<file path="config.mk">
export PLATFORM = sky130hd
export DESIGN_NAME = rpn_stack_calculator
export DESIGN_NICKNAME = d
export VERILOG_FILES = /design/src/rtl/rsc_pkg.sv /design/src/rtl/rpn_stack_calculator.sv /design/src/rtl/rsc_cell.sv /design/src/rtl/rsc_alu.sv
export SDC_FILE = /design/constraint.sdc
export NUM_CORES = 1
export LEC_CHECK = 0
export BUFFER_PORTS_ARGS = -buffer_cell sky130_fd_sc_hd__clkbuf_2
export CAP_MARGIN = 20
export CORE_MARGIN = 1
export CORE_UTILIZATION = 35
export CTS_BUF_LIST = sky130_fd_sc_hd__clkbuf_2 sky130_fd_sc_hd__clkbuf_4 sky130_fd_sc_hd__clkbuf_8
export DETAILED_ROUTE_END_ITERATION = 12
export PLACE_DENSITY_LB_ADDON = 0.2
export SYNTH_ARGS = -nofsm -noshare
export SYNTH_HDL_FRONTEND = slang
export SYNTH_SLANG_ARGS = --single-unit
</file>
<file path="constraint.sdc">
create_clock -name clk_i -period 10.2 [get_ports clk_i]
set_input_delay 2.04 -clock clk_i [delete_from_list [all_inputs] [get_ports clk_i]]
set_output_delay 2.04 -clock clk_i [all_outputs]
set_load 0.03 [all_outputs]
</file>
<file path="src/rtl/rsc_pkg.sv">
`timescale 1ns / 1ps
`default_nettype none

package rsc_pkg;

  localparam int ENTRY_W  = 48;
  localparam int OP_W     = 3;
  localparam int PUSH_W   = 31;
  localparam int STATUS_W = 3;

  localparam logic [ENTRY_W-1:0] MAG_LIMIT = {1'b1, {(ENTRY_W-1){1'b0}}};
  localparam logic [ENTRY_W-1:0] POS_MAX   = {1'b0, {(ENTRY_W-1){1'b1}}};

  typedef enum logic [OP_W-1:0] {
    OP_PUSH = 3'd0,
    OP_ADD  = 3'd1,
    OP_SUB  = 3'd2,
    OP_MUL  = 3'd3,
    OP_DIV  = 3'd4
  } op_e;

  typedef enum logic [STATUS_W-1:0] {
    STAT_OK        = 3'd0,
    STAT_UNDERFLOW = 3'd1,
    STAT_FULL      = 3'd2,
    STAT_DIV_ZERO  = 3'd3,
    STAT_SAT       = 3'd4
  } status_e;

  typedef enum logic [1:0] {
    CS_IDLE,
    CS_EXEC,
    CS_WAIT
  } calc_state_e;

  typedef enum logic [1:0] {
    ALU_IDLE,
    ALU_MUL,
    ALU_DIV,
    ALU_FIN
  } alu_state_e;

  typedef enum logic [1:0] {
    CELL_HOLD,
    CELL_TAKE_UP,
    CELL_TAKE_DOWN
  } cell_cmd_e;

  typedef enum logic [1:0] {
    STK_HOLD,
    STK_PUSH,
    STK_POP
  } stk_op_e;

  typedef struct packed {
    logic start;
    logic div;
  } alu_req_t;

  typedef struct packed {
    logic done;
    logic sat;
  } alu_rsp_t;

  typedef struct packed {
    logic [ENTRY_W-1:0] value;
    logic               sat;
  } fix_t;

  // Clamp a sign and magnitude into the signed entry range.
  function automatic fix_t saturate(input logic neg, input logic [ENTRY_W-1:0] mag,
                                    input logic big);
    fix_t r;
    r.sat   = 1'b0;
    r.value = mag;
    if (neg) begin
      if (big || (mag > MAG_LIMIT)) begin
        r.sat   = 1'b1;
        r.value = MAG_LIMIT;
      end else begin
        r.value = '0 - mag;
      end
    end else if (big || mag[ENTRY_W-1]) begin
      r.sat   = 1'b1;
      r.value = POS_MAX;
    end
    return r;
  endfunction

endpackage

`default_nettype wire

</file>
<file path="src/rtl/rpn_stack_calculator.sv">
`timescale 1ns / 1ps
`default_nettype none

// Four-entry RPN stack of signed fixed-point words (Q31.16 by default). Present an item on
// operation_i/push_value_i with start while busy is low; the block takes it at that edge.
// Exactly one result follows, shown for a single cycle with done_o high; it cannot be held
// off, so capture it then. Push, add, subtract, the error cases and unused codes finish in
// the execute state. Multiply waits on the shift-add multiplier, retiring one multiplier
// bit per cycle; divide waits on the restoring divider, producing one quotient bit per
// cycle. Busy stays high until the result is shown, so no new item is taken before it.
module rpn_stack_calculator #(
  parameter int STACK_DEPTH   = 4,
  parameter int FRACTION_BITS = 16
) (
  input  wire logic                                  clk_i,
  input  wire logic                                  rst_ni,
  input  wire logic                                  start,
  output logic                                       busy,
  input  wire logic        [rsc_pkg::OP_W-1:0]       operation_i,
  input  wire logic        [rsc_pkg::PUSH_W-1:0]     push_value_i,
  output logic                                       done_o,
  output logic signed      [rsc_pkg::ENTRY_W-1:0]    top_value_o,
  output logic             [$clog2(STACK_DEPTH+1)-1:0] stack_depth_o,
  output logic             [rsc_pkg::STATUS_W-1:0]   status_o
);
  import rsc_pkg::*;

  localparam int DEPTH_W    = $clog2(STACK_DEPTH + 1);
  localparam int PUSH_EXT_W = ENTRY_W + PUSH_W + FRACTION_BITS;

  calc_state_e state_q, state_d;
  logic [DEPTH_W-1:0] depth_q, depth_d;
  logic               done_q, done_d;
  status_e            status_q, status_d;

  logic [OP_W-1:0]    op_q;
  logic [PUSH_W-1:0]  pv_q;

  stk_op_e            stk_op;
  logic [ENTRY_W-1:0] new_val;
  logic [ENTRY_W-1:0] entry [STACK_DEPTH];

  alu_req_t           alu_req;
  alu_rsp_t           alu_rsp;
  logic [ENTRY_W-1:0] alu_result;

  logic [PUSH_EXT_W-1:0] push_ext;
  fix_t                  push_fix;
  logic [ENTRY_W:0]      sum;
  logic                  sum_ovf;
  logic [ENTRY_W-1:0]    sum_val;

  assign push_ext = PUSH_EXT_W'(pv_q) << FRACTION_BITS;
  assign push_fix = saturate(1'b0, push_ext[ENTRY_W-1:0],
                             |push_ext[PUSH_EXT_W-1:ENTRY_W]);

  always_comb begin
    if (op_q == OP_SUB) begin
      sum = {entry[1][ENTRY_W-1], entry[1]} - {entry[0][ENTRY_W-1], entry[0]};
    end else begin
      sum = {entry[1][ENTRY_W-1], entry[1]} + {entry[0][ENTRY_W-1], entry[0]};
    end
  end

  assign sum_ovf = sum[ENTRY_W] ^ sum[ENTRY_W-1];
  assign sum_val = sum_ovf ? (sum[ENTRY_W] ? MAG_LIMIT : POS_MAX) : sum[ENTRY_W-1:0];

  for (genvar i = 0; i < STACK_DEPTH; i++) begin : g_cell
    logic [ENTRY_W-1:0] up, down;
    cell_cmd_e          cmd;

    if (i == 0) begin : g_top
      assign up = new_val;
    end else begin : g_mid
      assign up = entry[i-1];
    end

    if (i == STACK_DEPTH - 1) begin : g_last
      assign down = '0;
    end else begin : g_inner
      assign down = entry[i+1];
    end

    always_comb begin
      case (stk_op)
        STK_PUSH: cmd = CELL_TAKE_UP;
        STK_POP:  cmd = (i == 0) ? CELL_TAKE_UP : CELL_TAKE_DOWN;
        default:  cmd = CELL_HOLD;
      endcase
    end

    rsc_cell u_cell (
      .clk_i   (clk_i),
      .cmd_i   (cmd),
      .up_i    (up),
      .down_i  (down),
      .value_o (entry[i])
    );
  end

  rsc_alu #(
    .FRACTION_BITS (FRACTION_BITS)
  ) u_alu (
    .clk_i    (clk_i),
    .rst_ni   (rst_ni),
    .req_i    (alu_req),
    .y_i      (entry[1]),
    .x_i      (entry[0]),
    .rsp_o    (alu_rsp),
    .result_o (alu_result)
  );

  always_ff @(posedge clk_i) begin
    if (start && !busy) begin
      op_q <= operation_i;
      pv_q <= push_value_i;
    end
  end

  always_ff @(posedge clk_i or negedge rst_ni) begin
    if (!rst_ni) begin
      state_q  <= CS_IDLE;
      depth_q  <= '0;
      done_q   <= 1'b0;
      status_q <= STAT_OK;
    end else begin
      state_q  <= state_d;
      depth_q  <= depth_d;
      done_q   <= done_d;
      status_q <= status_d;
    end
  end

  always_comb begin
    state_d  = state_q;
    depth_d  = depth_q;
    done_d   = 1'b0;
    status_d = status_q;
    stk_op   = STK_HOLD;
    new_val  = push_fix.value;
    alu_req  = '0;
    unique case (state_q)
      CS_IDLE: begin
        if (start) begin
          state_d = CS_EXEC;
        end
      end
      CS_EXEC: begin
        state_d  = CS_IDLE;
        done_d   = 1'b1;
        status_d = STAT_OK;
        unique case (op_q)
          OP_PUSH: begin
            if (depth_q == DEPTH_W'(STACK_DEPTH)) begin
              status_d = STAT_FULL;
            end else begin
              stk_op   = STK_PUSH;
              depth_d  = depth_q + 1'b1;
              status_d = push_fix.sat ? STAT_SAT : STAT_OK;
            end
          end
          OP_ADD, OP_SUB, OP_MUL, OP_DIV: begin
            if (depth_q < DEPTH_W'(2)) begin
              status_d = STAT_UNDERFLOW;
            end else if ((op_q == OP_ADD) || (op_q == OP_SUB)) begin
              stk_op   = STK_POP;
              new_val  = sum_val;
              depth_d  = depth_q - 1'b1;
              status_d = sum_ovf ? STAT_SAT : STAT_OK;
            end else if ((op_q == OP_DIV) && (entry[0] == '0)) begin
              status_d = STAT_DIV_ZERO;
            end else begin
              alu_req.start = 1'b1;
              alu_req.div   = (op_q == OP_DIV);
              done_d        = 1'b0;
              state_d       = CS_WAIT;
            end
          end
          default: status_d = STAT_OK;
        endcase
      end
      CS_WAIT: begin
        new_val = alu_result;
        if (alu_rsp.done) begin
          stk_op   = STK_POP;
          depth_d  = depth_q - 1'b1;
          status_d = alu_rsp.sat ? STAT_SAT : STAT_OK;
          done_d   = 1'b1;
          state_d  = CS_IDLE;
        end
      end
      default: state_d = CS_IDLE;
    endcase
  end

  assign busy          = (state_q != CS_IDLE);
  assign done_o        = done_q;
  assign stack_depth_o = depth_q;
  assign status_o      = status_q;
  assign top_value_o   = (depth_q != '0) ? entry[0] : '0;

  a_done_single: assert property (@(posedge clk_i) disable iff (!rst_ni)
    done_o |=> !done_o)
    else $error("result strobe held for two cycles");

  a_accept_busy: assert property (@(posedge clk_i) disable iff (!rst_ni)
    (start && !busy) |=> busy)
    else $error("accepted item did not raise busy");

  a_depth_quiet: assert property (@(posedge clk_i) disable iff (!rst_ni)
    !done_o |-> $stable(stack_depth_o))
    else $error("depth changed without a result");

  a_error_keeps_depth: assert property (@(posedge clk_i) disable iff (!rst_ni)
    (done_o && ((status_o == STAT_UNDERFLOW) || (status_o == STAT_FULL) ||
                (status_o == STAT_DIV_ZERO))) |-> $stable(stack_depth_o))
    else $error("error result changed the stack depth");

  a_alu_in_wait: assert property (@(posedge clk_i) disable iff (!rst_ni)
    alu_rsp.done |-> (state_q == CS_WAIT))
    else $error("arithmetic unit finished outside the wait state");

endmodule

`default_nettype wire

</file>
<file path="src/rtl/rsc_cell.sv">
`timescale 1ns / 1ps
`default_nettype none

module rsc_cell (
  input  wire logic                         clk_i,
  input  wire rsc_pkg::cell_cmd_e           cmd_i,
  input  wire logic [rsc_pkg::ENTRY_W-1:0]  up_i,
  input  wire logic [rsc_pkg::ENTRY_W-1:0]  down_i,
  output logic      [rsc_pkg::ENTRY_W-1:0]  value_o
);
  import rsc_pkg::*;

  logic [ENTRY_W-1:0] value_q;

  always_ff @(posedge clk_i) begin
    case (cmd_i)
      CELL_TAKE_UP:   value_q <= up_i;
      CELL_TAKE_DOWN: value_q <= down_i;
      default:        value_q <= value_q;
    endcase
  end

  assign value_o = value_q;

endmodule

`default_nettype wire

</file>
<file path="src/rtl/rsc_alu.sv">
`timescale 1ns / 1ps
`default_nettype none

module rsc_alu #(
  parameter int FRACTION_BITS = 16
) (
  input  wire logic                         clk_i,
  input  wire logic                         rst_ni,
  input  wire rsc_pkg::alu_req_t            req_i,
  input  wire logic [rsc_pkg::ENTRY_W-1:0]  y_i,
  input  wire logic [rsc_pkg::ENTRY_W-1:0]  x_i,
  output rsc_pkg::alu_rsp_t                 rsp_o,
  output logic      [rsc_pkg::ENTRY_W-1:0]  result_o
);
  import rsc_pkg::*;

  localparam int NUM_W  = ENTRY_W + FRACTION_BITS + 1;
  localparam int STEP_W = $clog2(NUM_W);

  alu_state_e state_q, state_d;
  logic [STEP_W-1:0] cnt_q, cnt_d;

  logic                 div_q;
  logic                 neg_q;
  logic [ENTRY_W-1:0]   b_q;
  logic [ENTRY_W-1:0]   p_hi_q;
  logic [ENTRY_W-1:0]   p_lo_q;
  logic [ENTRY_W-1:0]   rem_q;
  logic [NUM_W-1:0]     num_q;

  logic [ENTRY_W-1:0]   mag_y, mag_x;
  logic [ENTRY_W-1:0]   addend;
  logic [ENTRY_W:0]     mul_sum;
  logic [ENTRY_W:0]     rem_sh;
  logic [ENTRY_W:0]     rem_diff;
  logic                 rem_ge;
  logic [2*ENTRY_W-1:0] prod;
  fix_t                 fin;

  assign mag_y    = y_i[ENTRY_W-1] ? ('0 - y_i) : y_i;
  assign mag_x    = x_i[ENTRY_W-1] ? ('0 - x_i) : x_i;
  assign addend   = p_lo_q[0] ? b_q : '0;
  assign mul_sum  = {1'b0, p_hi_q} + {1'b0, addend};
  assign rem_sh   = {rem_q, num_q[NUM_W-1]};
  assign rem_ge   = rem_sh >= {1'b0, b_q};
  assign rem_diff = rem_sh - {1'b0, b_q};
  assign prod     = {p_hi_q, p_lo_q};

  always_comb begin
    if (div_q) begin
      fin = saturate(neg_q, num_q[ENTRY_W-1:0], |num_q[NUM_W-1:ENTRY_W]);
    end else begin
      fin = saturate(neg_q, prod[ENTRY_W+FRACTION_BITS-1:FRACTION_BITS],
                     |prod[2*ENTRY_W-1:ENTRY_W+FRACTION_BITS]);
    end
  end

  always_ff @(posedge clk_i or negedge rst_ni) begin
    if (!rst_ni) begin
      state_q <= ALU_IDLE;
      cnt_q   <= '0;
    end else begin
      state_q <= state_d;
      cnt_q   <= cnt_d;
    end
  end

  always_comb begin
    state_d = state_q;
    cnt_d   = cnt_q;
    unique case (state_q)
      ALU_IDLE: begin
        if (req_i.start) begin
          state_d = req_i.div ? ALU_DIV : ALU_MUL;
          cnt_d   = req_i.div ? STEP_W'(NUM_W - 1) : STEP_W'(ENTRY_W - 1);
        end
      end
      ALU_MUL, ALU_DIV: begin
        if (cnt_q == '0) begin
          state_d = ALU_FIN;
        end else begin
          cnt_d = cnt_q - 1'b1;
        end
      end
      ALU_FIN: state_d = ALU_IDLE;
      default: state_d = ALU_IDLE;
    endcase
  end

  always_ff @(posedge clk_i) begin
    if ((state_q == ALU_IDLE) && req_i.start) begin
      div_q  <= req_i.div;
      neg_q  <= y_i[ENTRY_W-1] ^ x_i[ENTRY_W-1];
      b_q    <= mag_x;
      p_hi_q <= '0;
      p_lo_q <= mag_y;
      rem_q  <= '0;
      num_q  <= NUM_W'(mag_y) << FRACTION_BITS;
    end else if (state_q == ALU_MUL) begin
      p_hi_q <= mul_sum[ENTRY_W:1];
      p_lo_q <= {mul_sum[0], p_lo_q[ENTRY_W-1:1]};
    end else if (state_q == ALU_DIV) begin
      rem_q <= rem_ge ? rem_diff[ENTRY_W-1:0] : rem_sh[ENTRY_W-1:0];
      num_q <= {num_q[NUM_W-2:0], rem_ge};
    end
  end

  assign rsp_o.done = (state_q == ALU_FIN);
  assign rsp_o.sat  = fin.sat;
  assign result_o   = fin.value;

endmodule

`default_nettype wire

</file>
# Word-level counts from Yosys, hierarchy flattened
# Index checks and enable logic that the tools add are counted.
[classes]
addsub = 11
order_cmp = 4
eq_ne = 26
muxes = 79
bitwise_logic = 3
n_reduce_logical = 34
[ops]
columns = ["cell", "n"]
rows = [
  ["two-way mux 48 bit", 13],
  ["one-hot mux 48 bit (2 select lines)", 5],
  ["two-way mux 49 bit", 6],
  ["two-way mux 64 bit", 3],
  ["subtractor 1 x 48 -> 48 bit, first input constant", 4],
  ["adder 48 x 48 -> 49 bit", 2],
  ["> comparator 48 bit, second input constant", 2],
  ["greater-or-equal comparator 49 x 48 -> 1 bit", 1],
  ["subtractor 48 x 48 -> 49 bit", 1],
  ["logical NOT 48 bit", 1],
  ["subtractor 48 bit", 1],
  ["two-way mux 47 bit", 1],
  ["two-way mux 2 bit", 19],
  ["OR reduction 32 bit", 1],
  ["two-way mux 3 bit", 9],
  ["one-hot mux 3 bit (2 select lines)", 4],
  ["two-way mux 7 bit", 3],
  ["OR reduction 17 bit", 1],
  ["one-hot mux 7 bit (2 select lines)", 1],
  ["nonzero test 2 bit", 7],
  ["one-hot mux 2 bit (2 select lines)", 3],
  ["one-hot mux 2 bit (3 select lines)", 2],
  ["equality test 2 bit, second input constant", 5],
  ["AND reduction 2 bit", 5],
  ["29 further kinds", 57],
]
[word_totals]
regBits = 503
in_bits = 37
output_inout_bits = 56
word_cells = 178

# Depth between registers and ports, before layout
# Gate-level depths: netlist of the first run.
[logic_depth]
depth_word = 11
depth_mapped = 25
depth_no_buf = 21

# Hierarchy
# From an unflattened synthesis of the first run, not the netlist that was laid out.
[hier_totals]
hier_cells = 4085
area_unflattened_um2 = 37304.5
[by_module_without_submodules]
columns = ["module", "n_inst", "cells_per_inst", "area_each_um2", "seq_area_each_um2"]
rows = [
  ["rsc_alu", 1, 2622, 21296.7, 6871.6],
  ["rsc_cell", 4, 104, 2120.8, 1441.4],
  ["rpn_stack_calculator", 1, 1047, 7524.7, 1246.2],
]

# Least setup slack after synthesis of the first run
# OpenSTA, ideal clock, no wires.
[synth_timing]
path_kind = "register -> register"
from = "register g_cell[0].u_cell.value_q[10]"
to = "register g_cell[0].u_cell.value_q[20], data pin"
setup_ps = 261
arrival_ps = 6334
t_required_ps = 9939
slack_ps = 3605
stages_incl_launch_ff = 24
path_buffers = 2
period_less_slack_ps = 6595
path_cell_list = "edfxtp_1 -> or4_4 -> nand4b_4 -> or3_4 -> or3_4 -> nand2b_4 -> or4_4 -> or3_1 -> buf_2 -> or3_4 -> o31ai_4 -> xor2_1 -> ha_1 -> a21oi_1 -> o21ai_0 -> a2111oi_0 -> o221ai_1 -> nor2_1 -> o2bb2ai_1 -> xnor2_2 -> a221oi_1 -> clkbuf_1 -> a21oi_1 -> a221o_1"
[synth_between]
elab_chain_cells = 9
elab_cells_between_ends = 11
cone_classes = "2 x add/sub; 8 x mux; 1 x bitwise"
[synth_lines]
columns = ["element", "line", "text"]
rows = [
  ["from (decl)", "rsc_cell.sv:13", "logic [ENTRY_W-1:0] value_q;"],
  ["from (signal assigned)", "rsc_cell.sv:17", "CELL_TAKE_UP: value_q <= up_i;"],
  ["from (signal assigned)", "rsc_cell.sv:18", "CELL_TAKE_DOWN: value_q <= down_i;"],
  ["from (signal assigned)", "rsc_cell.sv:19", "default: value_q <= value_q;"],
  ["adder 48 x 48 -> 49 bit or subtractor 48 x 48 -> 49 bit (tied branches)", "rpn_stack_calculator.sv:61, rpn_stack_calculator.sv:59", ""],
  ["two-way mux 49 bit (*)", "rpn_stack_calculator.sv:58", "if (op_q == OP_SUB) begin"],
  ["two-way mux 48 bit or XOR 1 bit (tied branches)", "rpn_stack_calculator.sv:66, rpn_stack_calculator.sv:65", ""],
  ["two-way mux 48 bit (*)", "rpn_stack_calculator.sv:66", "assign sum_val = sum_ovf ? (sum[ENTRY_W] ? MAG_LIMIT : POS_MAX) : sum[ENTRY_W-1:0];"],
  ["two-way mux 48 bit (*)", "rpn_stack_calculator.sv:165", "end else if ((op_q == OP_ADD) || (op_q == OP_SUB)) begin"],
  ["two-way mux 48 bit (*)", "rpn_stack_calculator.sv:163", "if (depth_q < DEPTH_W'(2)) begin"],
  ["two-way mux 48 bit (*)", "rpn_stack_calculator.sv:152", "unique case (op_q)"],
  ["one-hot mux 48 bit (2 select lines) (*)", "rpn_stack_calculator.sv:142", "unique case (state_q)"],
  ["via g_cell[0].u_cell.up_i, one bit", "rsc_cell.sv:7", "input wire logic [rsc_pkg::ENTRY_W-1:0] up_i,"],
  ["one-hot mux 48 bit (2 select lines) (*)", "rsc_cell.sv:16", "case (cmd_i)"],
]
# The timed path passes the listed nets; every way through them passes the cells marked *.
# A chain may end at the register's enable or synchronous reset.

# Final worst setup path of the first run
[layout_timing]
from = "register g_cell[0].u_cell.value_q[2]"
to = "register g_cell[0].u_cell.value_q[19], data pin"
# Same word-level chain as after synthesis.

==> results of run 1 <==
[power breakdown]
part | internal (W) | switching, W | total, W
sequential | 0.00217 | 0 | 0.00217
combinational | 0.00000477 | 0.00000336 | 0.00000814
clock | 0.00136 | 0.000983 | 0.00234
[registers in the layout, indices dropped and copies added (netlist names)]
name                   cells
done_o                     1
g_cell.u_cell.value_o    192
op_q                       3
pv_q                      31
stack_depth_o              3
state_q                    2
status_o                   3
u_alu.b_q                 48
u_alu.cnt_q                7
u_alu.div_q                1
u_alu.neg_q                1
u_alu.num_q               65
u_alu.p_hi_q              48
u_alu.p_lo_q              48
u_alu.rem_q               48
u_alu.state_q              2
[stage by stage]
step | worst slack, ns | cell area (um2) | hold slack [ns]
floorplan | 3.61 | 35000 | 0.454
global placement | 2.43 | 36500 | 0.473
detailed placement | 2.33 | 36600 | 0.480
CTS | 2.32 | 38800 | 0.485
global route | 1.82 | 38800 | 0.514
finish | 2.21 | 38800 | 0.486
[routing by layer]
| metal | up-vias | share of wire (%) | global-route usage (%) |
|---|---|---|---|
| li1 | 14156 | - | - |
| met1 | 14316 | 46 | 32.5 |
| met2 | 988 | 45 | 36.1 |
| met3 | 201 | 6.2 | 3.13 |
| met4 | 6 | 3.2 | 8.34 |
| met5 | - | 0.028 | 0 |
[area by class of cell]
class / count / area [um2] / area share [%]
Multi-Input combinational cell: 2982 / 19800 / 51.1
Timing Repair Buffer: 135 / 803 / 2.07
Clock inverter: 61 / 693 / 1.79
Antenna cell: 4 / 10.0 / 0.0258
Inverter: 122 / 468 / 1.21
Clock buffer: 116 / 1500 / 3.87
Sequential cell: 503 / 13900 / 35.8
Tap cell: 1287 / 1610 / 4.15
[worst register-to-register path, stage by stage (launching register included)]
cell and delay [ns]:
sky130_fd_sc_hd__edfxtp_1 0.52, sky130_fd_sc_hd__nor3_1 0.36, sky130_fd_sc_hd__nand3_1 0.40, sky130_fd_sc_hd__or3_4 0.49, sky130_fd_sc_hd__or3_4 0.38, sky130_fd_sc_hd__nand2b_4 0.19, sky130_fd_sc_hd__or4_4 0.43, sky130_fd_sc_hd__or3_1 0.45
sky130_fd_sc_hd__or3_4 0.41, sky130_fd_sc_hd__o31ai_4 0.19, sky130_fd_sc_hd__xor2_1 0.17, sky130_fd_sc_hd__ha_1 0.33, sky130_fd_sc_hd__a21oi_1 0.26, sky130_fd_sc_hd__o21ai_0 0.17, sky130_fd_sc_hd__a2111oi_0 0.69, sky130_fd_sc_hd__o221ai_1 0.24
sky130_fd_sc_hd__nor2_1 0.13, sky130_fd_sc_hd__o2bb2ai_1 0.18, sky130_fd_sc_hd__xnor2_2 0.21, sky130_fd_sc_hd__a221oi_4 0.75, sky130_fd_sc_hd__buf_4 0.45, sky130_fd_sc_hd__a21oi_1 0.09, sky130_fd_sc_hd__a221o_1 0.29
[cells in the mapped netlist, types with 12 or more instances]
cell type | n | area share (%)
sky130_fd_sc_hd__edfxtp_1 | 372 | 32
sky130_fd_sc_hd__nand2_1 | 353 | 3.8
sky130_fd_sc_hd__nor2_1 | 314 | 3.4
sky130_fd_sc_hd__a21oi_1 | 254 | 3.6
sky130_fd_sc_hd__o21ai_0 | 228 | 3.3
sky130_fd_sc_hd__clkbuf_1 | 208 | 2.2
sky130_fd_sc_hd__ha_1 | 163 | 5.8
sky130_fd_sc_hd__xnor2_1 | 155 | 3.9
sky130_fd_sc_hd__a21o_1 | 147 | 3.2
sky130_fd_sc_hd__xor2_1 | 145 | 3.6
sky130_fd_sc_hd__inv_1 | 119 | 1.3
sky130_fd_sc_hd__and2_1 | 114 | 2.0
sky130_fd_sc_hd__dfxtp_1 | 113 | 6.5
sky130_fd_sc_hd__mux2_2 | 96 | 3.1
sky130_fd_sc_hd__nor3_1 | 80 | 1.1
sky130_fd_sc_hd__nand3_1 | 77 | 1.1
sky130_fd_sc_hd__nor2b_1 | 77 | 1.4
sky130_fd_sc_hd__a31oi_1 | 56 | 1.0
sky130_fd_sc_hd__nor4_1 | 55 | 0.98
sky130_fd_sc_hd__mux2i_1 | 52 | 1.5
sky130_fd_sc_hd__o31ai_1 | 52 | 1.1
sky130_fd_sc_hd__o22ai_1 | 49 | 0.88
sky130_fd_sc_hd__or3_1 | 47 | 0.84
sky130_fd_sc_hd__a211oi_1 | 41 | 0.88
sky130_fd_sc_hd__nand4_1 | 41 | 0.73
sky130_fd_sc_hd__o211ai_1 | 38 | 0.82
sky130_fd_sc_hd__nand2b_1 | 34 | 0.61
sky130_fd_sc_hd__o21bai_1 | 26 | 0.56
sky130_fd_sc_hd__a311oi_1 | 24 | 0.60
sky130_fd_sc_hd__or4_1 | 24 | 0.52
sky130_fd_sc_hd__buf_1 | 19 | 0.20
sky130_fd_sc_hd__dfrtp_1 | 18 | 1.3
sky130_fd_sc_hd__o21a_1 | 16 | 0.34
sky130_fd_sc_hd__and3_1 | 15 | 0.27
sky130_fd_sc_hd__or2_2 | 14 | 0.25
sky130_fd_sc_hd__a221oi_1 | 12 | 0.30
sky130_fd_sc_hd__a22oi_1 | 12 | 0.26
[path summary, 6_finish.rpt]
check	from	to	cells after the start
max	g_cell[0].u_cell.value_o[2]$_DFFE_PP_	g_cell[0].u_cell.value_o[19]$_DFFE_PP_	22
min	u_alu.p_hi_q[46]$_SDFFE_PP0P_	u_alu.p_hi_q[46]$_SDFFE_PP0P_	2
max reg2reg	g_cell[0].u_cell.value_o[2]$_DFFE_PP_	g_cell[0].u_cell.value_o[19]$_DFFE_PP_	22
min reg2reg	u_alu.p_hi_q[46]$_SDFFE_PP0P_	u_alu.p_hi_q[46]$_SDFFE_PP0P_	2
max in group asynchronous	rst_ni	u_alu.cnt_q[3]$_DFFE_PN0P_	1
min in group asynchronous	rst_ni	stack_depth_o[2]$_DFFE_PN0P_	1
[logic make-up after synthesis]
logic type,Yosys count,share of synthesized area (%)
DFF,503,39.7
AOI/OAI and AO/OA,1079,20.1
xor gates and xnor gates,302,7.63
buffers and inverters,355,3.86
muxes,148,4.58
and+or+nand+nor,1287,18.1
adders and majority gates,166,6.01
==> report_table.html, run 1 <==
<table>
<tr><th>Metric</th><th>Value</th></tr>
<tr><th colspan="2">Run status</th></tr>
<tr><td>Result of the run</td><td>complete, no violations</td></tr>
<tr><th colspan="2">Critical path</th></tr>
<tr><td>Arrival @ worst endpoint</td><td>8.51 ns</td></tr>
<tr><td>Peak fanout along the critical path</td><td>27</td></tr>
<tr><td>Crit-path most repeated cell</td><td>sky130_fd_sc_hd__or3_4</td></tr>
<tr><td>Type of element capturing the critical path</td><td>flop</td></tr>
<tr><td>Crit path launch type</td><td>flop</td></tr>
<tr><td>Family of cells with the greatest summed delay on the critical path</td><td>simple AND/OR/NAND/NOR gates</td></tr>
<tr><td>Delay of the slowest critical-path stage</td><td>0.74 ns</td></tr>
<tr><td>Data required time at the worst endpoint</td><td>10.72 ns</td></tr>
<tr><td>Worst-path cell with the longest stage delay</td><td>sky130_fd_sc_hd__a221oi_4</td></tr>
<tr><td>Cell-by-cell trace of the critical path</td><td>nor3_1 &gt; nand3_1 &gt; or3_4 &gt; or3_4 &gt; nand2b_4 &gt; or4_4 &gt; or3_1 &gt; or3_4 &gt; o31ai_4 &gt; xor2_1 &gt; ha_1 &gt; a21oi_1 &gt; o21ai_0 &gt; a2111oi_0 &gt; o221ai_1 &gt; nor2_1 &gt; o2bb2ai_1 &gt; xnor2_2 &gt; a221oi_4 &gt; buf_4 &gt; a21oi_1 &gt; a221o_1</td></tr>
<tr><td>Setup slack, reg-to-reg</td><td>2.21 ns</td></tr>
<tr><td>Buf+Inv Stages, Crit Path</td><td>1</td></tr>
<tr><td>Type of the worst setup path</td><td>flop to flop</td></tr>
<tr><th colspan="2">Drt</th></tr>
<tr><td>Vias per std cell</td><td>5.69</td></tr>
<tr><td>DRC Markers</td><td>0</td></tr>
<tr><td>Count of vias placed by the detailed router</td><td>29667</td></tr>
<tr><td>1st-iter DRT viols</td><td>2877</td></tr>
<tr><td>Average routed wire per standard cell</td><td>22.9 um</td></tr>
<tr><td>Count of antenna-violating nets left after detailed routing</td><td>0</td></tr>
<tr><td>Number of iterations in the first detailed-routing pass</td><td>6</td></tr>
<tr><td>Routed wire length</td><td>119 mm</td></tr>
<tr><th colspan="2">Flow run</th></tr>
<tr><td>Max-cap check violation count</td><td>0</td></tr>
<tr><th colspan="2">Synthesis</th></tr>
<tr><td>Register bit count reported by yosys</td><td>503</td></tr>
<tr><td>Number of library cell types mapped by synthesis</td><td>92</td></tr>
<tr><td>Mean instance size in the synthesized netlist</td><td>9.10 um2</td></tr>
<tr><td>Cell area after technology mapping</td><td>0.0350 mm2</td></tr>
<tr><td>Yosys warns</td><td>0</td></tr>
<tr><td>Asr flop ratio synth</td><td>3.58%</td></tr>
<tr><td>Sequential-to-total area share from yosys stat</td><td>39.7%</td></tr>
<tr><td>Post-synth net total</td><td>4043</td></tr>
<tr><td>Predominant post-synthesis flop cell</td><td>sky130_fd_sc_hd__edfxtp_1</td></tr>
<tr><td>Number of synthesized flops with an enable pin</td><td>372</td></tr>
<tr><td>Gate Count Post-Synth</td><td>3840</td></tr>
<tr><th colspan="2">Clocking</th></tr>
<tr><td>Post-CTS setup buffer count</td><td>0</td></tr>
<tr><td>Number of clock sinks</td><td>503</td></tr>
<tr><td>Skew-Pair Late Insertion Delay</td><td>0.77 ns</td></tr>
<tr><td>Clock tree root driver cell</td><td>sky130_fd_sc_hd__clkbuf_8</td></tr>
<tr><td>TritonCTS Buffers</td><td>95</td></tr>
<tr><td>CTS Buffer Depth</td><td>3</td></tr>
<tr><td>Total of cells resized after clock tree synthesis</td><td>0</td></tr>
<tr><td>Max H-tree Level</td><td>3</td></tr>
<tr><td>Clock-pin slew on the worst setup and hold paths</td><td>0.07 ns</td></tr>
<tr><td>TritonCTS clock tree</td><td>yes</td></tr>
<tr><td>Number of buffers inserted by hold repair at cts</td><td>0</td></tr>
<tr><th colspan="2">Finish</th></tr>
<tr><td>Highest-count cells in the layout ignoring fill and taps</td><td>sky130_fd_sc_hd__edfxtp_1, sky130_fd_sc_hd__nand2_1, sky130_fd_sc_hd__nor2_1, sky130_fd_sc_hd__a21oi_1, sky130_fd_sc_hd__o21ai_0</td></tr>
<tr><td>Non-Filler Instances</td><td>5210</td></tr>
<tr><td># fillers</td><td>10035</td></tr>
<tr><td>Area Growth Syn to Fin</td><td>10.9%</td></tr>
<tr><td>Utilization of the core after routing</td><td>39.3%</td></tr>
<tr><td>Most frequent standard cell in the layout excluding fill and tap cells</td><td>sky130_fd_sc_hd__edfxtp_1</td></tr>
<tr><td>Share of final-layout standard cells stronger than drive strength 1</td><td>11.4%</td></tr>
<tr><td>Post-layout nets</td><td>4042</td></tr>
<tr><th colspan="2">Die</th></tr>
<tr><td>Area of the core</td><td>0.0987 mm2</td></tr>
<tr><td>Die boundary height</td><td>318 um</td></tr>
<tr><td>Number of placement rows</td><td>115</td></tr>
<tr><td>Number of top-level pins</td><td>93</td></tr>
<tr><td>Die outline width</td><td>318 um</td></tr>
<tr><td>Die ar.</td><td>0.101 mm2</td></tr>
<tr><td>Starting density of the core</td><td>35.4%</td></tr>
<tr><th colspan="2">Timing</th></tr>
<tr><td>Tightest slew margin relative to the limit</td><td>23.5%</td></tr>
<tr><td>Max Transition Viols Final</td><td>0</td></tr>
<tr><td>Maximum clock frequency</td><td>0.125 GHz</td></tr>
<tr><td>Measured slew at the worst slew-check pin</td><td>1.15 ns</td></tr>
<tr><td>Number of failing setup endpoints in the final timing report</td><td>0</td></tr>
<tr><td>Fin crit share</td><td>78.3%</td></tr>
<tr><td>Total count of hold-check failures in the final report</td><td>0</td></tr>
<tr><td>Unrepaired setup endpoints after global routing</td><td>false</td></tr>
<tr><td>Total negative slack</td><td>0 ns</td></tr>
<tr><td>Setup skew after layout</td><td>0.0576 ns</td></tr>
<tr><td>Crit path time final</td><td>7.99 ns</td></tr>
<tr><th colspan="2">Place</th></tr>
<tr><td>Port-buffer cells</td><td>92</td></tr>
<tr><td>HPWL after detailed placement</td><td>89.5 mm</td></tr>
<tr><td>Cell count after placement</td><td>5028</td></tr>
<tr><td>Gp weighted congestion</td><td>0.921</td></tr>
<tr><th colspan="2">Power and ir drop</th></tr>
<tr><td>Total Power Consumption</td><td>0.00452 W</td></tr>
<tr><td>Leakage power</td><td>16.4 nW</td></tr>
<tr><td>Power density relative to cell area</td><td>117 mW/mm2</td></tr>
<tr><td>Worst vdd rail ir drop</td><td>0.0956 mV</td></tr>
<tr><th colspan="2">GRT</th></tr>
<tr><td>Congestion Overflow GR</td><td>0</td></tr>
<tr><td>Largest net degree at the start of global routing</td><td>124</td></tr>
<tr><td>Via count of the first global-routing pass</td><td>28065</td></tr>
<tr><td>Overall track demand over capacity in global routing</td><td>23.1%</td></tr>
<tr><td>Global-route wire length before repair</td><td>180 mm</td></tr>
<tr><td>Antenna violations before repair</td><td>9</td></tr>
<tr><th colspan="2">Hold path</th></tr>
<tr><td>Path class of the lowest-slack min-delay path</td><td>flop to flop</td></tr>
</table>
Power figures use the tool's default switching activity.
==> run 2: changes to the inputs <==
--- a/config.mk
+++ b/config.mk
@@ -5,6 +5,7 @@
 export SDC_FILE = /design/constraint.sdc
 export NUM_CORES = 1
 export LEC_CHECK = 0
+export ABC_AREA = 1
 export BUFFER_PORTS_ARGS = -buffer_cell sky130_fd_sc_hd__clkbuf_2
 export CAP_MARGIN = 20
 export CORE_MARGIN = 1
==> constraint.sdc (replaced) <==
create_clock -name clk_i -period 8.3 [get_ports clk_i]
set_input_delay 1.66 -clock clk_i [delete_from_list [all_inputs] [get_ports clk_i]]
set_output_delay 1.66 -clock clk_i [all_outputs]
set_load 0.03 [all_outputs]
==> run 2 against run 1 <==
Net effect:
- core utilization fell by 0.32 points
- clock-buffer cell count rose by 11
- total power rose to 3.5 times the previous value
- worst hold slack got worse by 0.0098 ns
- register-to-register slack improved by 0.48 ns
- die area rose by 12%
- critical path depth rose by 9
- maximum frequency rose by 42%
- clock power rose by 22%
- synthesized area rose by 12%
- sequential share of layout area fell by 3.7 points
- via count rose by 33%
- critical path type unchanged
- largest power group is now combinational cells
==> report_table.html, run 2 <==
<table>
<tr><th>Metric</th><th>Value</th></tr>
<tr><th colspan="2">Run status</th></tr>
<tr><td>Result of the run</td><td>complete, no violations</td></tr>
<tr><th colspan="2">GRT</th></tr>
<tr><td>Antenna violations before repair</td><td>8 (-1)</td></tr>
<tr><td>Global-route wire length before repair</td><td>245 mm (+36%)</td></tr>
<tr><td>Congestion Overflow GR</td><td>0 (unchanged)</td></tr>
<tr><td>Via count of the first global-routing pass</td><td>37132 (+32%)</td></tr>
<tr><td>Overall track demand over capacity in global routing</td><td>29.3% (+6.1 points)</td></tr>
<tr><td>Largest net degree at the start of global routing</td><td>131 (+5.6%)</td></tr>
<tr><th colspan="2">Critical path</th></tr>
<tr><td>Peak fanout along the critical path</td><td>26 (-3.7%)</td></tr>
<tr><td>Worst-path cell with the longest stage delay</td><td>sky130_fd_sc_hd__ha_1</td></tr>
<tr><td>Type of element capturing the critical path</td><td>flop</td></tr>
<tr><td>Crit-path most repeated cell</td><td>sky130_fd_sc_hd__nand2_1</td></tr>
<tr><td>Type of the worst setup path</td><td>flop to flop</td></tr>
<tr><td>Delay of the slowest critical-path stage</td><td>0.46 ns (-0.28 ns)</td></tr>
<tr><td>Arrival @ worst endpoint</td><td>6.14 ns (-2.37 ns)</td></tr>
<tr><td>Data required time at the worst endpoint</td><td>8.82 ns (-1.90 ns)</td></tr>
<tr><td>Crit path launch type</td><td>flop</td></tr>
<tr><th colspan="2">Die</th></tr>
<tr><td>Die ar.</td><td>0.114 mm2 (+12%)</td></tr>
<tr><td>Starting density of the core</td><td>35.4% (about the same)</td></tr>
<tr><td>Area of the core</td><td>0.111 mm2 (+12%)</td></tr>
<tr><td>Number of placement rows</td><td>122 (+6.1%)</td></tr>
<tr><td>Die outline width</td><td>337 um (+6.0%)</td></tr>
<tr><td>Number of top-level pins</td><td>93 (unchanged)</td></tr>
<tr><td>Die boundary height</td><td>337 um (+6.0%)</td></tr>
<tr><th colspan="2">Synthesis</th></tr>
<tr><td>Register bit count reported by yosys</td><td>503 (unchanged)</td></tr>
<tr><td>Number of synthesized flops with an enable pin</td><td>372 (unchanged)</td></tr>
<tr><td>Cell area after technology mapping</td><td>0.0393 mm2 (+12%)</td></tr>
<tr><td>Library cell with the highest instance count after synthesis</td><td>sky130_fd_sc_hd__nand2_1</td></tr>
<tr><td>Asr flop ratio synth</td><td>3.58% (unchanged)</td></tr>
<tr><td>Post-synth net total</td><td>5847 (+45%)</td></tr>
<tr><td>Area leader, netlist</td><td>sky130_fd_sc_hd__edfxtp_1</td></tr>
<tr><td>Gate Count Post-Synth</td><td>5644 (+47%)</td></tr>
<tr><td>Mean instance size in the synthesized netlist</td><td>6.96 um2 (-24%)</td></tr>
<tr><td>Yosys warns</td><td>0 (unchanged)</td></tr>
<tr><td>Predominant post-synthesis flop cell</td><td>sky130_fd_sc_hd__edfxtp_1</td></tr>
<tr><td>Sequential-to-total area share from yosys stat</td><td>35.3% (-4.4 points)</td></tr>
<tr><td>List of most frequent post-synthesis cells</td><td>sky130_fd_sc_hd__nand2_1, sky130_fd_sc_hd__inv_1, sky130_fd_sc_hd__nor2_1</td></tr>
<tr><td>Number of library cell types mapped by synthesis</td><td>70 (-24%)</td></tr>
<tr><td>Most area-consuming cells after synthesis</td><td>sky130_fd_sc_hd__edfxtp_1, sky130_fd_sc_hd__nand2_1, sky130_fd_sc_hd__inv_1, sky130_fd_sc_hd__nor2_1, sky130_fd_sc_hd__dfxtp_1</td></tr>
<tr><td>Share of Yosys cell area claimed by the top area cell type</td><td>28.4% (-3.5 points)</td></tr>
<tr><th colspan="2">Timing</th></tr>
<tr><td>Tightest slew margin relative to the limit</td><td>31.7% (+8.3 points)</td></tr>
<tr><td>Maximum clock frequency</td><td>0.178 GHz (+42%)</td></tr>
<tr><td>Total negative slack</td><td>0 ns (unchanged)</td></tr>
<tr><td>Measured slew at the worst slew-check pin</td><td>1.02 ns (-0.124 ns)</td></tr>
<tr><td>Crit path time final</td><td>5.61 ns (-2.38 ns)</td></tr>
<tr><td>Fin crit share</td><td>67.6% (-11 points)</td></tr>
<tr><td>Max Transition Viols Final</td><td>0 (unchanged)</td></tr>
<tr><td>Total count of hold-check failures in the final report</td><td>0 (unchanged)</td></tr>
<tr><td>Number of failing setup endpoints in the final timing report</td><td>0 (unchanged)</td></tr>
<tr><td>Unrepaired setup endpoints after global routing</td><td>false</td></tr>
<tr><td>Setup skew after layout</td><td>0.0553 ns (-0.00233 ns)</td></tr>
<tr><th colspan="2">Clocking</th></tr>
<tr><td>Clock-pin slew on the worst setup and hold paths</td><td>0.06 ns (about the same)</td></tr>
<tr><td>Total of cells resized after clock tree synthesis</td><td>0 (unchanged)</td></tr>
<tr><td>Clock tree root driver cell</td><td>sky130_fd_sc_hd__clkbuf_8</td></tr>
<tr><td>Post-CTS setup buffer count</td><td>0 (unchanged)</td></tr>
<tr><td>Number of clock sinks</td><td>503 (unchanged)</td></tr>
<tr><td>Number of buffers inserted by hold repair at cts</td><td>0 (unchanged)</td></tr>
<tr><td>Skew-Pair Late Insertion Delay</td><td>0.79 ns (+0.02 ns)</td></tr>
<tr><td>CTS Buffer Depth</td><td>3 (unchanged)</td></tr>
<tr><td>TritonCTS clock tree</td><td>yes</td></tr>
<tr><td>TritonCTS Buffers</td><td>97 (+2.1%)</td></tr>
<tr><td>Max H-tree Level</td><td>3 (unchanged)</td></tr>
<tr><th colspan="2">Finish</th></tr>
<tr><td>Area Growth Syn to Fin</td><td>10.1%</td></tr>
<tr><td># fillers</td><td>11964 (+19%)</td></tr>
<tr><td>Most frequent standard cell in the layout excluding fill and tap cells</td><td>sky130_fd_sc_hd__nand2_1</td></tr>
<tr><td>Highest-count cells in the layout ignoring fill and taps</td><td>sky130_fd_sc_hd__nand2_1, sky130_fd_sc_hd__inv_1, sky130_fd_sc_hd__nor2_1, sky130_fd_sc_hd__o21ai_0, sky130_fd_sc_hd__edfxtp_1</td></tr>
<tr><td>Max reg flops</td><td>192 (unchanged)</td></tr>
<tr><td>FF+latch area</td><td>0.0139 mm2 (unchanged)</td></tr>
<tr><td>Utilization of the core after routing</td><td>39.0% (-0.32 points)</td></tr>
<tr><td>Combined area of the multi-input logic cells</td><td>0.0217 mm2 (+9.7%)</td></tr>
<tr><td>Post-layout nets</td><td>5897 (+46%)</td></tr>
<tr><td>Share of final-layout standard cells stronger than drive strength 1</td><td>8.18% (-3.2 points)</td></tr>
<tr><th colspan="2">Power and ir drop</th></tr>
<tr><td>Power density relative to cell area</td><td>371 mW/mm2 (+220%)</td></tr>
<tr><td>Combinational group share of total power</td><td>53.2% (+53 points)</td></tr>
<tr><td>Sw power</td><td>0.00815 W (+730%)</td></tr>
<tr><td>Clock Power Share</td><td>17.8% (-34 points)</td></tr>
<tr><td>Worst vdd rail ir drop</td><td>0.179 mV (+88%)</td></tr>
<tr><td>Internal power contribution</td><td>0.00788 W (+120%)</td></tr>
<tr><td>Leakage power</td><td>18.6 nW (+13%)</td></tr>
<tr><td>Sequential Power Share</td><td>28.9% (-19 points)</td></tr>
<tr><td>Share of total power consumed by net switching</td><td>50.9% (+29 points)</td></tr>
<tr><th colspan="2">Flow run</th></tr>
<tr><td>Max-cap check violation count</td><td>0 (unchanged)</td></tr>
<tr><th colspan="2">Drt</th></tr>
<tr><td>Count of antenna-violating nets left after detailed routing</td><td>0 (unchanged)</td></tr>
<tr><td>Average routed wire per standard cell</td><td>23.1 um (+0.74%)</td></tr>
<tr><td>Routed wire length</td><td>168 mm (+40%)</td></tr>
<tr><td>1st-iter DRT viols</td><td>4392 (+53%)</td></tr>
<tr><td>Vias per std cell</td><td>5.42 (-4.8%)</td></tr>
<tr><td>Number of iterations in the first detailed-routing pass</td><td>7 (+1)</td></tr>
<tr><td>DRC Markers</td><td>0 (unchanged)</td></tr>
<tr><td>Count of vias placed by the detailed router</td><td>39352 (+33%)</td></tr>
<tr><th colspan="2">Place</th></tr>
<tr><td>Gp weighted congestion</td><td>1.03 (+12%)</td></tr>
<tr><td>HPWL after detailed placement</td><td>133 mm (+49%)</td></tr>
<tr><td>Port-buffer cells</td><td>92 (unchanged)</td></tr>
<tr><th colspan="2">Hold path</th></tr>
<tr><td>Path class of the lowest-slack min-delay path</td><td>flop to flop</td></tr>
</table>
[run 2: cell count changes after synthesis, sizes merged, moves of 109 or more]
cell   previous run  this run
a21o            147        13
and2            114         5
inv             120       755
nand2           353      1441
nand3            77       359
nor2            314       720
o21ai           229       529
xnor2           156        41
[run 2: layout make-up]
type	instances	share of cell area, %
Antenna cell	2	0.0116
Clock buffer	127	3.68
Clock inverter	48	1.29
Inverter	760	6.62
Multi-Input combinational cell	4207	50.2
Sequential cell	503	32.1
Tap cell	1488	4.30
Timing Repair Buffer	125	1.74
[run 2: final timing paths]
| check | start | end | slack [ns] | depth (start not counted) |
|---|---|---|---|---|
| worst max-delay path | g_cell[0].u_cell.value_o[1]$_DFFE_PP_ | g_cell[0].u_cell.value_o[20]$_DFFE_PP_ | 2.69 | 31 |
| worst min-delay path | u_alu.rem_q[5]$_SDFFE_PP0P_ | u_alu.rem_q[6]$_SDFFE_PP0P_ | 0.48 | 2 |
| worst max register to register | g_cell[0].u_cell.value_o[1]$_DFFE_PP_ | g_cell[0].u_cell.value_o[20]$_DFFE_PP_ | 2.69 | 31 |
| worst min register to register | u_alu.rem_q[5]$_SDFFE_PP0P_ | u_alu.rem_q[6]$_SDFFE_PP0P_ | 0.48 | 2 |
| max in group asynchronous | rst_ni | u_alu.state_q[1]$_DFFE_PN0P_ | 6.96 | 1 |
| min in group asynchronous | rst_ni | stack_depth_o[2]$_DFFE_PN0P_ | 0.90 | 1 |
[run 2: metrics by stage]
step	std cells	instance area (um2)	power [W]	hold WS, ns	setup slack (ns)
after global placement	7082	41100	0.0130	0.478	2.83
after floorplan	5644	39300	0.0102	0.454	2.33
final	7260	43300	0.0160	0.476	2.69
after CTS	7257	43200	0.0159	0.472	2.76
after global routing	7260	43300	0.0171	0.488	2.36
after detailed placement	7082	41100	0.0130	0.479	2.77
[run 2: critical path: cells and delay by family (launching register included)]
kind,cells,cell delay (ns)
simple gates,23,3.26
fa+ha+maj,2,0.74
buf+inv,3,0.58
flops,1,0.36
xor+xnor,1,0.19
compound gates,2,0.19
[run 2: cells by family after synthesis]
logic type | Yosys count | share of synthesized area [%]
AND/OR/NAND/NOR | 2761 | 30.0
XOR/XNOR | 198 | 4.42
AO/OA/AOI/OAI | 1079 | 15.4
buffers and inverters | 934 | 9.41
flip-flops | 503 | 35.3
multiplexers | 3 | 0.0860
adder cells (fa/ha/maj) | 166 | 5.35
[run 2: routing by layer]
layer  vias up  track usage, %  part of all wire (%)
met1     18609            38.3                    43
met2      1578            47.4                    45
met4         0            14.6                   5.8
li1      18800               -                     -
met3       365            3.70                   6.4
met5         -               0                     0
[run 2: power groups by stage]
stage | combinational, W | sequential, W | clock (W)
6_report | 0.00853 | 0.00464 | 0.00286
5_1_grt | 0.00934 | 0.00471 | 0.00301
4_1_cts | 0.00839 | 0.00461 | 0.00292
3_5_place_dp | 0.00835 | 0.00465 | 0
3_3_place_gp | 0.00835 | 0.00466 | 0
2_1_floorplan | 0.00582 | 0.00437 | 0
